==> src/sv/msrl_pkg.sv <==
// Shared types and constants for the motor slew-rate limiter.
package msrl_pkg;

   localparam int unsigned MOTOR_W = 4;
   localparam int unsigned PWM_W   = 8;
   localparam int unsigned CFG_W   = 7;
   localparam int unsigned CSR_IDX_W = 2;

   // full-scale PWM magnitude
   localparam logic [CFG_W-1:0] PWM_FULL = 7'd127;

   // item kinds
   localparam logic KIND_REQUEST = 1'b0;
   localparam logic KIND_TICK    = 1'b1;

   // configuration register indexes
   localparam logic [CSR_IDX_W-1:0] CSR_SLEW_ENABLE    = 2'd0;
   localparam logic [CSR_IDX_W-1:0] CSR_SLEW_STEP      = 2'd1;
   localparam logic [CSR_IDX_W-1:0] CSR_LOW_ZONE_EDGE  = 2'd2;
   localparam logic [CSR_IDX_W-1:0] CSR_HIGH_ZONE_EDGE = 2'd3;

   // configuration reset values
   localparam logic             RST_SLEW_ENABLE    = 1'b1;
   localparam logic [CFG_W-1:0] RST_SLEW_STEP      = 7'd15;
   localparam logic [CFG_W-1:0] RST_LOW_ZONE_EDGE  = 7'd10;
   localparam logic [CFG_W-1:0] RST_HIGH_ZONE_EDGE = 7'd90;

   typedef struct packed {
      logic                    kind;
      logic [MOTOR_W-1:0]      motor_index;
      logic signed [PWM_W-1:0] request_value;
      logic                    bailout;
   } req_item_type;

   typedef struct packed {
      logic [MOTOR_W-1:0]      out_motor;
      logic signed [PWM_W-1:0] pwm_value;
      logic                    bailout_active;
      logic                    last;
   } rsp_item_type;

   typedef struct packed {
      logic             slew_enable;
      logic [CFG_W-1:0] slew_step;
      logic [CFG_W-1:0] low_zone_edge;
      logic [CFG_W-1:0] high_zone_edge;
   } cfg_type;

endpackage

==> src/sv/msrl_slew_unit.sv <==
// Shared slew unit: zone jump, one step and clamp for one motor.
module msrl_slew_unit (
   input  msrl_pkg::cfg_type        cfg,
   input  logic signed [7:0]        now_pwm,
   input  logic signed [7:0]        req_pwm,
   output logic signed [7:0]        new_pwm
);
   import msrl_pkg::*;

   // wide enough for a jumped value plus or minus a full step
   localparam int unsigned WW = PWM_W + 2;

   logic signed [WW-1:0] now_w;
   logic signed [WW-1:0] req_w;
   logic signed [WW-1:0] low_w;
   logic signed [WW-1:0] high_w;
   logic signed [WW-1:0] step_w;
   logic signed [WW-1:0] full_w;
   logic signed [WW-1:0] base_w;
   logic signed [WW-1:0] next_w;
   logic signed [WW-1:0] lim_w;
   logic                 rising;
   logic                 far_neg;
   logic                 neg;
   logic                 dead;
   logic                 normal;

   assign now_w  = WW'(now_pwm);
   assign req_w  = WW'(req_pwm);
   assign low_w  = WW'($signed({1'b0, cfg.low_zone_edge}));
   assign high_w = WW'($signed({1'b0, cfg.high_zone_edge}));
   assign step_w = WW'($signed({1'b0, cfg.slew_step}));
   assign full_w = WW'($signed({1'b0, PWM_FULL}));

   // classify current value, tested in priority order
   assign far_neg = now_w < -high_w;
   assign neg     = now_w < -low_w;
   assign dead    = now_w <= low_w;
   assign normal  = now_w <= high_w;
   assign rising  = req_w > now_w;

   // jump across the dead zone and the flat zone first
   always_comb begin
      base_w = now_w;
      if (far_neg) begin
         base_w = rising ? -high_w : -full_w;
      end else if (neg) begin
         base_w = now_w;
      end else if (dead) begin
         base_w = rising ? low_w : -low_w;
      end else if (!normal) begin
         base_w = rising ? full_w : high_w;
      end
   end

   // single step, then clamp at the request
   assign next_w = rising ? (base_w + step_w) : (base_w - step_w);

   always_comb begin
      if (rising) begin
         lim_w = (req_w < next_w) ? req_w : next_w;
      end else begin
         lim_w = (req_w > next_w) ? req_w : next_w;
      end
   end

   always_comb begin
      if (req_pwm == now_pwm) begin
         new_pwm = now_pwm;
      end else if (!cfg.slew_enable) begin
         new_pwm = req_pwm;
      end else begin
         new_pwm = lim_w[PWM_W-1:0];
      end
   end

endmodule

==> src/sv/motor_slew_rate_limiter.sv <==
// Top level of the motor slew-rate limiter: storage, sequencer and ports.
//
//   channel  direction  handshake        payload
//   req      in         req_valid/stall  msrl_pkg::req_item_type
//   rsp      out        rsp_valid/stall  msrl_pkg::rsp_item_type
//   csr      in         csr_valid/ready  index + 7-bit data
//
// A request item is taken whenever req_stall is low and gives no result.
// After its transfer, a tick steps one motor per cycle through the shared slew
// unit into the output register; the walk waits in every cycle in which a held
// result blocks the next load.
// req_stall stays high from an accepted tick until the final motor's result
// is loaded. Reset clears all requests and current values at once and loads
// the configuration defaults; no clearing pass is needed.
module motor_slew_rate_limiter #(
   parameter int unsigned MOTORS = 8
) (
   input  logic                                  clock,
   input  logic                                  reset,
   input  logic                                  req_valid,
   output logic                                  req_stall,
   input  msrl_pkg::req_item_type                req_data,
   output logic                                  rsp_valid,
   input  logic                                  rsp_stall,
   output msrl_pkg::rsp_item_type                rsp_data,
   input  logic                                  csr_valid,
   output logic                                  csr_ready,
   input  logic [msrl_pkg::CSR_IDX_W-1:0]        csr_index,
   input  logic [msrl_pkg::CFG_W-1:0]            csr_data
);
   import msrl_pkg::*;

   localparam int unsigned IDX_W = (MOTORS > 1) ? $clog2(MOTORS) : 1;
   localparam logic [IDX_W-1:0]   LAST_IDX = IDX_W'(MOTORS - 1);
   localparam logic [MOTOR_W:0]   MOTOR_CNT = (MOTOR_W + 1)'(MOTORS);

   typedef enum logic [1:0] {
      ST_IDLE = 2'b01,
      ST_WALK = 2'b10
   } state_type;

   state_type               state_ff, state_in;
   logic [IDX_W-1:0]        idx_ff, idx_in;
   logic                    bail_ff, bail_in;
   cfg_type                 cfg_ff, cfg_in;
   logic signed [PWM_W-1:0] cur_ff [MOTORS];
   logic signed [PWM_W-1:0] cur_in [MOTORS];
   logic signed [PWM_W-1:0] want_ff [MOTORS];
   logic signed [PWM_W-1:0] want_in [MOTORS];
   logic                    rsp_valid_ff, rsp_valid_in;
   rsp_item_type            rsp_data_ff, rsp_data_in;

   logic                    req_take;
   logic                    advance;
   logic                    in_range;
   logic signed [PWM_W-1:0] req_sat;
   logic signed [PWM_W-1:0] slew_pwm;
   logic signed [PWM_W-1:0] step_pwm;

   assign req_stall = (state_ff != ST_IDLE);
   assign req_take  = req_valid && !req_stall;
   assign csr_ready = 1'b1;
   assign rsp_valid = rsp_valid_ff;
   assign rsp_data  = rsp_data_ff;

   // saturate the most negative code and check the motor index
   assign req_sat  = (req_data.request_value == -8'sd128) ? -8'sd127
                                                         : req_data.request_value;
   assign in_range = {1'b0, req_data.motor_index} < MOTOR_CNT;

   // advance the walk when the output register is free or being drained
   assign advance = (state_ff == ST_WALK) && (!rsp_valid_ff || !rsp_stall);

   msrl_slew_unit u_slew (
      .cfg     (cfg_ff),
      .now_pwm (cur_ff[idx_ff]),
      .req_pwm (want_ff[idx_ff]),
      .new_pwm (slew_pwm)
   );

   assign step_pwm = bail_ff ? '0 : slew_pwm;

   // sequencer and storage update
   always_comb begin
      state_in     = state_ff;
      idx_in       = idx_ff;
      bail_in      = bail_ff;
      cur_in       = cur_ff;
      want_in      = want_ff;
      rsp_valid_in = rsp_valid_ff;
      rsp_data_in  = rsp_data_ff;

      if (rsp_valid_ff && !rsp_stall) begin
         rsp_valid_in = 1'b0;
      end

      unique case (state_ff)
         ST_IDLE: begin
            if (req_take) begin
               if (req_data.kind == KIND_TICK) begin
                  state_in = ST_WALK;
                  idx_in   = '0;
                  bail_in  = req_data.bailout;
               end else if (in_range) begin
                  want_in[req_data.motor_index[IDX_W-1:0]] = req_sat;
               end
            end
         end
         ST_WALK: begin
            if (advance) begin
               cur_in[idx_ff] = step_pwm;
               if (bail_ff) begin
                  want_in[idx_ff] = '0;
               end
               rsp_valid_in                = 1'b1;
               rsp_data_in.out_motor       = MOTOR_W'(idx_ff);
               rsp_data_in.pwm_value       = step_pwm;
               rsp_data_in.bailout_active  = bail_ff;
               rsp_data_in.last            = (idx_ff == LAST_IDX);
               if (idx_ff == LAST_IDX) begin
                  state_in = ST_IDLE;
               end else begin
                  idx_in = idx_ff + 1'b1;
               end
            end
         end
         default: begin
            state_in = ST_IDLE;
         end
      endcase
   end

   // decode configuration transfers
   always_comb begin
      cfg_in = cfg_ff;
      if (csr_valid && csr_ready) begin
         unique case (csr_index)
            CSR_SLEW_ENABLE:    cfg_in.slew_enable    = csr_data[0];
            CSR_SLEW_STEP:      cfg_in.slew_step      = csr_data;
            CSR_LOW_ZONE_EDGE:  cfg_in.low_zone_edge  = csr_data;
            CSR_HIGH_ZONE_EDGE: cfg_in.high_zone_edge = csr_data;
            default:            cfg_in = cfg_ff;
         endcase
      end
   end

   always_ff @(posedge clock) begin
      if (reset) begin
         state_ff                <= ST_IDLE;
         idx_ff                  <= '0;
         bail_ff                 <= 1'b0;
         rsp_valid_ff            <= 1'b0;
         cfg_ff.slew_enable      <= RST_SLEW_ENABLE;
         cfg_ff.slew_step        <= RST_SLEW_STEP;
         cfg_ff.low_zone_edge    <= RST_LOW_ZONE_EDGE;
         cfg_ff.high_zone_edge   <= RST_HIGH_ZONE_EDGE;
         for (int i = 0; i < MOTORS; i++) begin
            cur_ff[i]  <= '0;
            want_ff[i] <= '0;
         end
      end else begin
         state_ff     <= state_in;
         idx_ff       <= idx_in;
         bail_ff      <= bail_in;
         rsp_valid_ff <= rsp_valid_in;
         cfg_ff       <= cfg_in;
         cur_ff       <= cur_in;
         want_ff      <= want_in;
      end
   end

   // hold result payload until the next load
   always_ff @(posedge clock) begin
      rsp_data_ff <= rsp_data_in;
   end

   // a stalled result stays offered and unchanged
   a_rsp_hold: assert property (@(posedge clock) disable iff (reset)
      rsp_valid && rsp_stall |=> rsp_valid && $stable(rsp_data))
      else $error("stalled result dropped or changed");

   // a bailout tick drives every motor to zero
   a_bail_zero: assert property (@(posedge clock) disable iff (reset)
      rsp_valid && rsp_data.bailout_active |-> rsp_data.pwm_value == '0)
      else $error("bailout result not zero");

   // slewed value stays within the symmetric range
   a_pwm_range: assert property (@(posedge clock) disable iff (reset)
      rsp_valid |-> rsp_data.pwm_value != -8'sd128)
      else $error("pwm value out of range");

   // motor index in results stays below the motor count
   a_motor_range: assert property (@(posedge clock) disable iff (reset)
      rsp_valid |-> {1'b0, rsp_data.out_motor} < MOTOR_CNT)
      else $error("result motor index out of range");

endmodule
==> config.mk <==
export PLATFORM = sky130hd
export DESIGN_NAME = motor_slew_rate_limiter
export DESIGN_NICKNAME = d
export VERILOG_FILES = /design/src/sv/msrl_pkg.sv /design/src/sv/msrl_slew_unit.sv /design/src/sv/motor_slew_rate_limiter.sv
export SDC_FILE = /design/constraint.sdc
export NUM_CORES = 1
export LEC_CHECK = 0
export BUFFER_PORTS_ARGS = -buffer_cell sky130_fd_sc_hd__buf_2
export CORE_MARGIN = 3
export CORE_UTILIZATION = 40
export CTS_BUF_LIST = sky130_fd_sc_hd__clkbuf_2 sky130_fd_sc_hd__clkbuf_4 sky130_fd_sc_hd__clkbuf_8
export CTS_CLUSTER_DIAMETER = 30
export DETAILED_ROUTE_END_ITERATION = 10
export PLACE_DENSITY = 0.56
export SYNTH_ARGS = -nofsm -noshare
export SYNTH_HDL_FRONTEND = slang
export SYNTH_SLANG_ARGS = --single-unit
==> constraint.sdc <==
create_clock -name clock -period 13 [get_ports clock]
set_input_delay 1.3 -clock clock [delete_from_list [all_inputs] [get_ports clock]]
set_output_delay 1.3 -clock clock [all_outputs]
set_load 0.02 [all_outputs]
## Yosys cells after proc, flatten, opt, wreduce, memory -nomap -nowiden

Index checks and enable logic that the tools add are counted.

| storage, ports and cells | value |
|---|---|
| output and inout port bits | 17 |
| flip-flop bits (word level) | 170 |
| input bits | 28 |

| operators by class | value |
|---|---|
| bitwise logic cells | 4 |
| multiplexer cells | 46 |
| eq/ne operators | 17 |
| $lt $le $gt $ge | 12 |
| $add $sub $neg | 5 |
| reductions and logical operators | 20 |

Operators with widths:

| operator | number |
|---|---|
| $mux 64 | 5 |
| $bwmux 64 | 2 |
| $pmux 64 s2 | 1 |
| $mux 8 | 13 |
| $mux 10 | 7 |
| $and 64x64->64 | 1 |
| $not 64->64 | 1 |
| $bmux 8 s3 | 2 |
| $demux 8 s3 | 2 |
| $lt 8x10->1 | 3 |
| $neg 7->10 | 2 |
| $le 8x8->1 | 2 |
| $ne 2x2->1 const B | 7 |
| $mux 3 | 4 |
| $add 10x8->10 | 1 |
| $gt 8x10->1 | 1 |
| $reduce_and 2->1 | 5 |
| $sub 10x8->10 | 1 |
| $eq 8x8->1 | 1 |
| $eq 8x8->1 const B | 1 |
| $ge 4x4->1 const B | 2 |
| $gt 8x8->1 | 1 |
| $lt 4x1->1 const B | 2 |
| $mux 2 | 4 |
| 20 further kinds | 33 |

## Longest topological paths before layout

| depth | value |
|---|---|
| word-level depth | 19 |
| depth in mapped cells | 38 |
| depth with buffers taken out | 33 |

## Modules after synthesis

A second synthesis with hierarchy kept.

| second synthesis, totals | value |
|---|---|
| cells, all modules | 1,097 |
| area, all modules | 9,804.4 um2 |

By module, submodules not included:

| module | area an instance (um2) | cells an instance | instances |
|---|---|---|---|
| motor_slew_rate_limiter | 7,260.7 | 743 | 1 |
| msrl_slew_unit | 2,543.7 | 354 | 1 |

## Least setup slack after synthesis

No wires, ideal clock.

| path | value |
|---|---|
| kind | register to register |
| start | register idx_ff[0] |
| end | register rsp_data_ff, in the netlist rsp_data[8], data pin |
| cell stages (with the launch flop) | 37 |
| path buffers | 6 |
| period minus slack after synthesis | 6,388 ps |
| arrival | 6,130 ps |
| path slack | 6,612 ps |
| setup time | 259 ps |
| cell sequence | dfxtp_1 > buf_4 > inv_1 > and2_1 > buf_2 > a22oi_1 > and4_1 > clkbuf_1 > inv_1 > ha_1 > nor2b_1 > o21a_1 > o21a_1 > o21ai_0 > a211o_1 > buf_6 > o21ba_1 > nor2_1 > o311a_1 > ha_1 > nor2b_1 > o21ai_0 > a21oi_1 > o41ai_2 > o21bai_1 > a21oi_1 > xnor2_1 > xnor2_1 > ha_1 > a211oi_1 > a31oi_1 > and3_1 > buf_4 > nor3_1 > a211o_1 > buf_4 > nand2_1 |

| on the way | value |
|---|---|
| word-level cells in the longest chain between the ends | 18 |
| elaborated cells on any way between the ends | 31 |

RTL lines:

| item | line | source |
|---|---|---|
| from (decl) | motor_slew_rate_limiter.sv:43 | `logic [IDX_W-1:0] idx_ff, idx_in;` |
| from (signal assigned) | motor_slew_rate_limiter.sv:163 | `idx_ff <= idx_in;` |
| $not 3->4 (implied by the code) (*) | motor_slew_rate_limiter.sv:76, motor_slew_rate_limiter.sv:77 |  |
| $bmux 8 s3 (on tied branches) | motor_slew_rate_limiter.sv:77, motor_slew_rate_limiter.sv:76 |  |
| $mux 8 (on tied branches) (2 in a row) | motor_slew_rate_limiter.sv:77, motor_slew_rate_limiter.sv:76 |  |
| $gt 8x8->1 | msrl_slew_unit.sv:40 | `assign rising = req_w > now_w;` |
| $mux 7 | msrl_slew_unit.sv:52 | `base_w = rising ? full_w : high_w;` |
| $mux 10 | msrl_slew_unit.sv:51 | `end else if (!normal) begin` |
| $mux 10 | msrl_slew_unit.sv:49 | `end else if (dead) begin` |
| $mux 10 | msrl_slew_unit.sv:47 | `end else if (neg) begin` |
| [... 2 more ...] | - |  |
| $mux 10 | msrl_slew_unit.sv:57 | `assign next_w = rising ? (base_w + step_w) : (base_w - step_w);` |
| $gt 8x10->1 or $lt 8x10->1 (tied branches) | msrl_slew_unit.sv:63, msrl_slew_unit.sv:61 |  |
| $mux 8 (on tied branches) | msrl_slew_unit.sv:63, msrl_slew_unit.sv:61 |  |
| $mux 8 | msrl_slew_unit.sv:60 | `if (rising) begin` |
| $mux 8 | msrl_slew_unit.sv:70 | `end else if (!cfg.slew_enable) begin` |
| $mux 8 (*) | msrl_slew_unit.sv:68 | `if (req_pwm == now_pwm) begin` |
| $mux 8 (*) | motor_slew_rate_limiter.sv:81 | `assign step_pwm = bail_ff ? '0 : slew_pwm;` |
| named net step_pwm[6] | motor_slew_rate_limiter.sv:58 | `logic signed [PWM_W-1:0] step_pwm;` |
| to (signal assigned) | motor_slew_rate_limiter.sv:174 | `rsp_data_ff <= rsp_data_in;` |
| to (decl) | motor_slew_rate_limiter.sv:51 | `rsp_item_type rsp_data_ff, rsp_data_in;` |

Mark *: on every way through the listed nets, which the timed path passes. The rest lies on a longest branch. The select of a mux whose other input is x is not followed.
A chain may end at the register's enable or synchronous reset.

## Final worst setup path

| path | value |
|---|---|
| start | register idx_ff[2] |
| end | register rsp_data_ff, in the netlist rsp_data[9], data pin |

Same word-level chain as after synthesis.

==> reports/metrics.cfg <==
[clock_network]
cts_buffers = 17
cts.sinks = 170
cts_resized = 0
cts_max_path_buffers = 2
clk_latency_ns = 0.47
post_cts_buffers = 0
clk_pin_slew_ns = 0.10
clockRootBuffer = clkbuf_8
ctsHoldBuffers = 0
cts_tree = done
htreeDepth = 4

[worst_setup_path]
rr_worst_depth = 32
cp_common_cell = o21ai_0
crit_path_end_kind = flop
r2r_slack_ns = 4.51
r2r-start = idx_ff[2]
path_class = reg -> reg
r2r_end = rsp_data[9]
cp_max_fo = 18
cp_slowest_cell = and2_1
max_stage_delay_ns = 0.84
start_kind = flop
cp.required_ns = 13.20
crit_arrival_ns = 8.70

[floorplan]
ios = 45
die_y_um = 160
core_mm2 = 0.0229
die_x_um = 160
start_util_pct = 41.2
fp-row-count = 55
die_area_mm2 = 0.0255

[yosys]
async_reset_ff_share_pct = 0
yosys-top-cells-area = dfxtp_1 33%, a22oi_1 9.9%, ha_1 8.5%
synth.top_cell.area_share_pct = 33.3
syn-instance-count = 1086
yosysTopAreaCell = dfxtp_1
synth_area_mm2 = 0.00944
yosys_warnings = 0
synth.avg_cell_area_um2 = 8.69
ys_seq_elements = 170
synth_ff_type = dfxtp_1
synth_nets = 1179
synth-edff-count = 13
synth-seq-area-share_pct = 37.4
synth_cell_type_count = 77

[route]
vias_per_cell = 5.90
drc = 0
dr.pass1.iters = 5
vias = 8349
avgRoutedWirePerCell_um = 20.1
drt-total-wl_mm = 28.5
detail-route-antenna-nets = 0
first_iter_violations = 705

[hold_path]
hold_end = cfg_ff[8]
hp-start = cfg_ff[8]
hp-class = reg -> reg
min_path_cells = 2

[cells_and_area]
seq_area_mm2 = 0.00353
drive_gt1_share_pct = 11.4
diodes = 0
fill_cells = 2296
area_delta_synth_final_pct = 8.48
final_area_mm2 = 0.0102
nets = 1182
multiInputGateArea_mm2 = 0.00542

[place]
placed_area_mm2 = 0.00981
gp_congestion = 0.920
hpwl_mm = 19.8
portBuffers = 42

[grt]
grt_pass1_vias = 7851
antenna_found_initial = 0
grt_max_degree = 102
grt_overflow_total = 0
grt_usage_pct = 21.9
grt_pass1_wl_mm = 44.8

[pwr]
p_total_mw = 1.17
p_per_area_mw_per_mm2 = 115
p_clk_share_pct = 33.4
swShare_pct = 34.3
p_sw_mw = 0.402
ir_drop_mv = 0.0721
sequentialPowerShare_pct = 45.9
p_leak_nw = 3.85
internal-power_mw = 0.772
p_comb_share_pct = 20.7

[sta]
finalHoldViolations = 0
setup_viol = 0
fin_tns_setup_ns = 0
min_period_ns = 8.49
max_freq_mhz = 118
fin_skew_ns = 0.0266
slew_headroom_pct = 26.6
period_share_pct = 65.3
rsz0062_at_grt = false
slew_viol_final = 0
max_slew.worst_pin.slew_ns = 1.10

[job]
drv_cap = 0

[status]
outcome = finished, final reports clean

[cell usage in the layout (no fill, tap or decap), types with 23 or more instances in the layout]
master	instances
nor2_1	173
dfxtp_1	157
a22oi_1	124
nand2_1	75
ha_1	64
a311oi_1	48
inv_1	41
buf_2	41
a21oi_1	30
xnor2_1	23
[Yosys cell counts (all sizes together), types with 3 or more instances]
cell type	count
nor2	174
dfxtp	157
a22oi	124
nand2	76
ha	64
a311oi	56
inv	47
clkbuf	41
a21oi	30
o21ai	27
buf	26
xnor2	23
nand3	21
nor3	19
nand4	16
a211oi	15
nor2b	15
edfxtp	13
and2	12
o21a	11
nand2b	8
nand3b	8
a211o	7
and4	7
a2bb2oi	6
o211ai	6
or3	6
xor2	6
a31oi	5
and3	5
o22ai	5
a21o	4
o221a	4
or2	4
a21boi	3
mux2i	3
o21bai	3
o31ai	3
o41ai	3
[power by group through the flow]
| stage | Clock [mW] | Sequential (mW) | Combinational, mW |
|---|---|---|---|
| after floorplan | 0 | 0.548 | 0.179 |
| after CTS | 0.402 | 0.539 | 0.239 |
| after detailed placement | 0 | 0.551 | 0.237 |
| final | 0.393 | 0.539 | 0.243 |
| after global placement | 0 | 0.551 | 0.238 |
| after global routing | 0.423 | 0.540 | 0.268 |
[cell type report]
class | instances | area share [%]
multi-input combinational | 801 | 53.0
sequential | 170 | 34.5
tap | 313 | 3.82
timing repair buffer | 51 | 2.74
clock buffer | 17 | 2.28
clock inverter | 15 | 1.94
inverter | 48 | 1.76
[cells by family after synthesis]
logic type,Yosys count,share of synthesized area [%]
muxes,3,0.318
and+or+nand+nor,374,18.4
AOI/OAI and AO/OA,328,27.2
DFF,170,37.4
xor gates and xnor gates,29,2.69
buffers and inverters,115,5.16
adders and majority gates,65,8.69
other,2,0.0796
[through the flow]
step / std cells / util (%) / setup WS, ns / hold slack (ns)
finish: 1415 / 44.7 / 4.51 / 0.490
global route: 1415 / 44.7 / 3.81 / 0.518
CTS: 1415 / 44.7 / 4.68 / 0.492
detailed placement: 1383 / 42.8 / 4.73 / 0.471
global placement: 1383 / 42.8 / 4.84 / 0.457
floorplan: 1086 / - / 6.61 / 0.441
[state kept, by name, summed over array words and instances (netlist names)]
signal and flops:
rsp_valid 1, want_ff 64, state_ff 2, idx_ff 3, cur_ff 64, bail_ff 1, cfg_ff 22, rsp_data 13
[layer usage]
| layer | global-route usage (%) | vias up | share of wire (%) |
|---|---|---|---|
| met1 | 33.0 | 4040 | 49 |
| li1 | - | 4037 | - |
| met2 | 32.6 | 249 | 43 |
| met5 | 0 | - | 0 |
| met3 | 3.14 | 23 | 5.6 |
| met4 | 6.13 | 0 | 1.7 |
[worst max-delay path by stage]
stage,from,to
after CTS,idx_ff[2],rsp_data[9]
final,idx_ff[2],rsp_data[9]
after floorplan,idx_ff[0],rsp_data[8]
after global routing,idx_ff[2],cur_ff[16]
after detailed placement,idx_ff[2],rsp_data[9]
after global placement,idx_ff[2],rsp_data[9]
[critical path, delay by kind of cell (launching register included)]
family / cells / cell delay, ns
simple gates: 11 / 3.37
compound gates: 14 / 2.60
fa+ha+maj: 4 / 1.23
flops: 1 / 0.65
buf+inv: 2 / 0.29
xor+xnor: 1 / 0.08
Note: power is estimated with default switching activity, not from simulation.
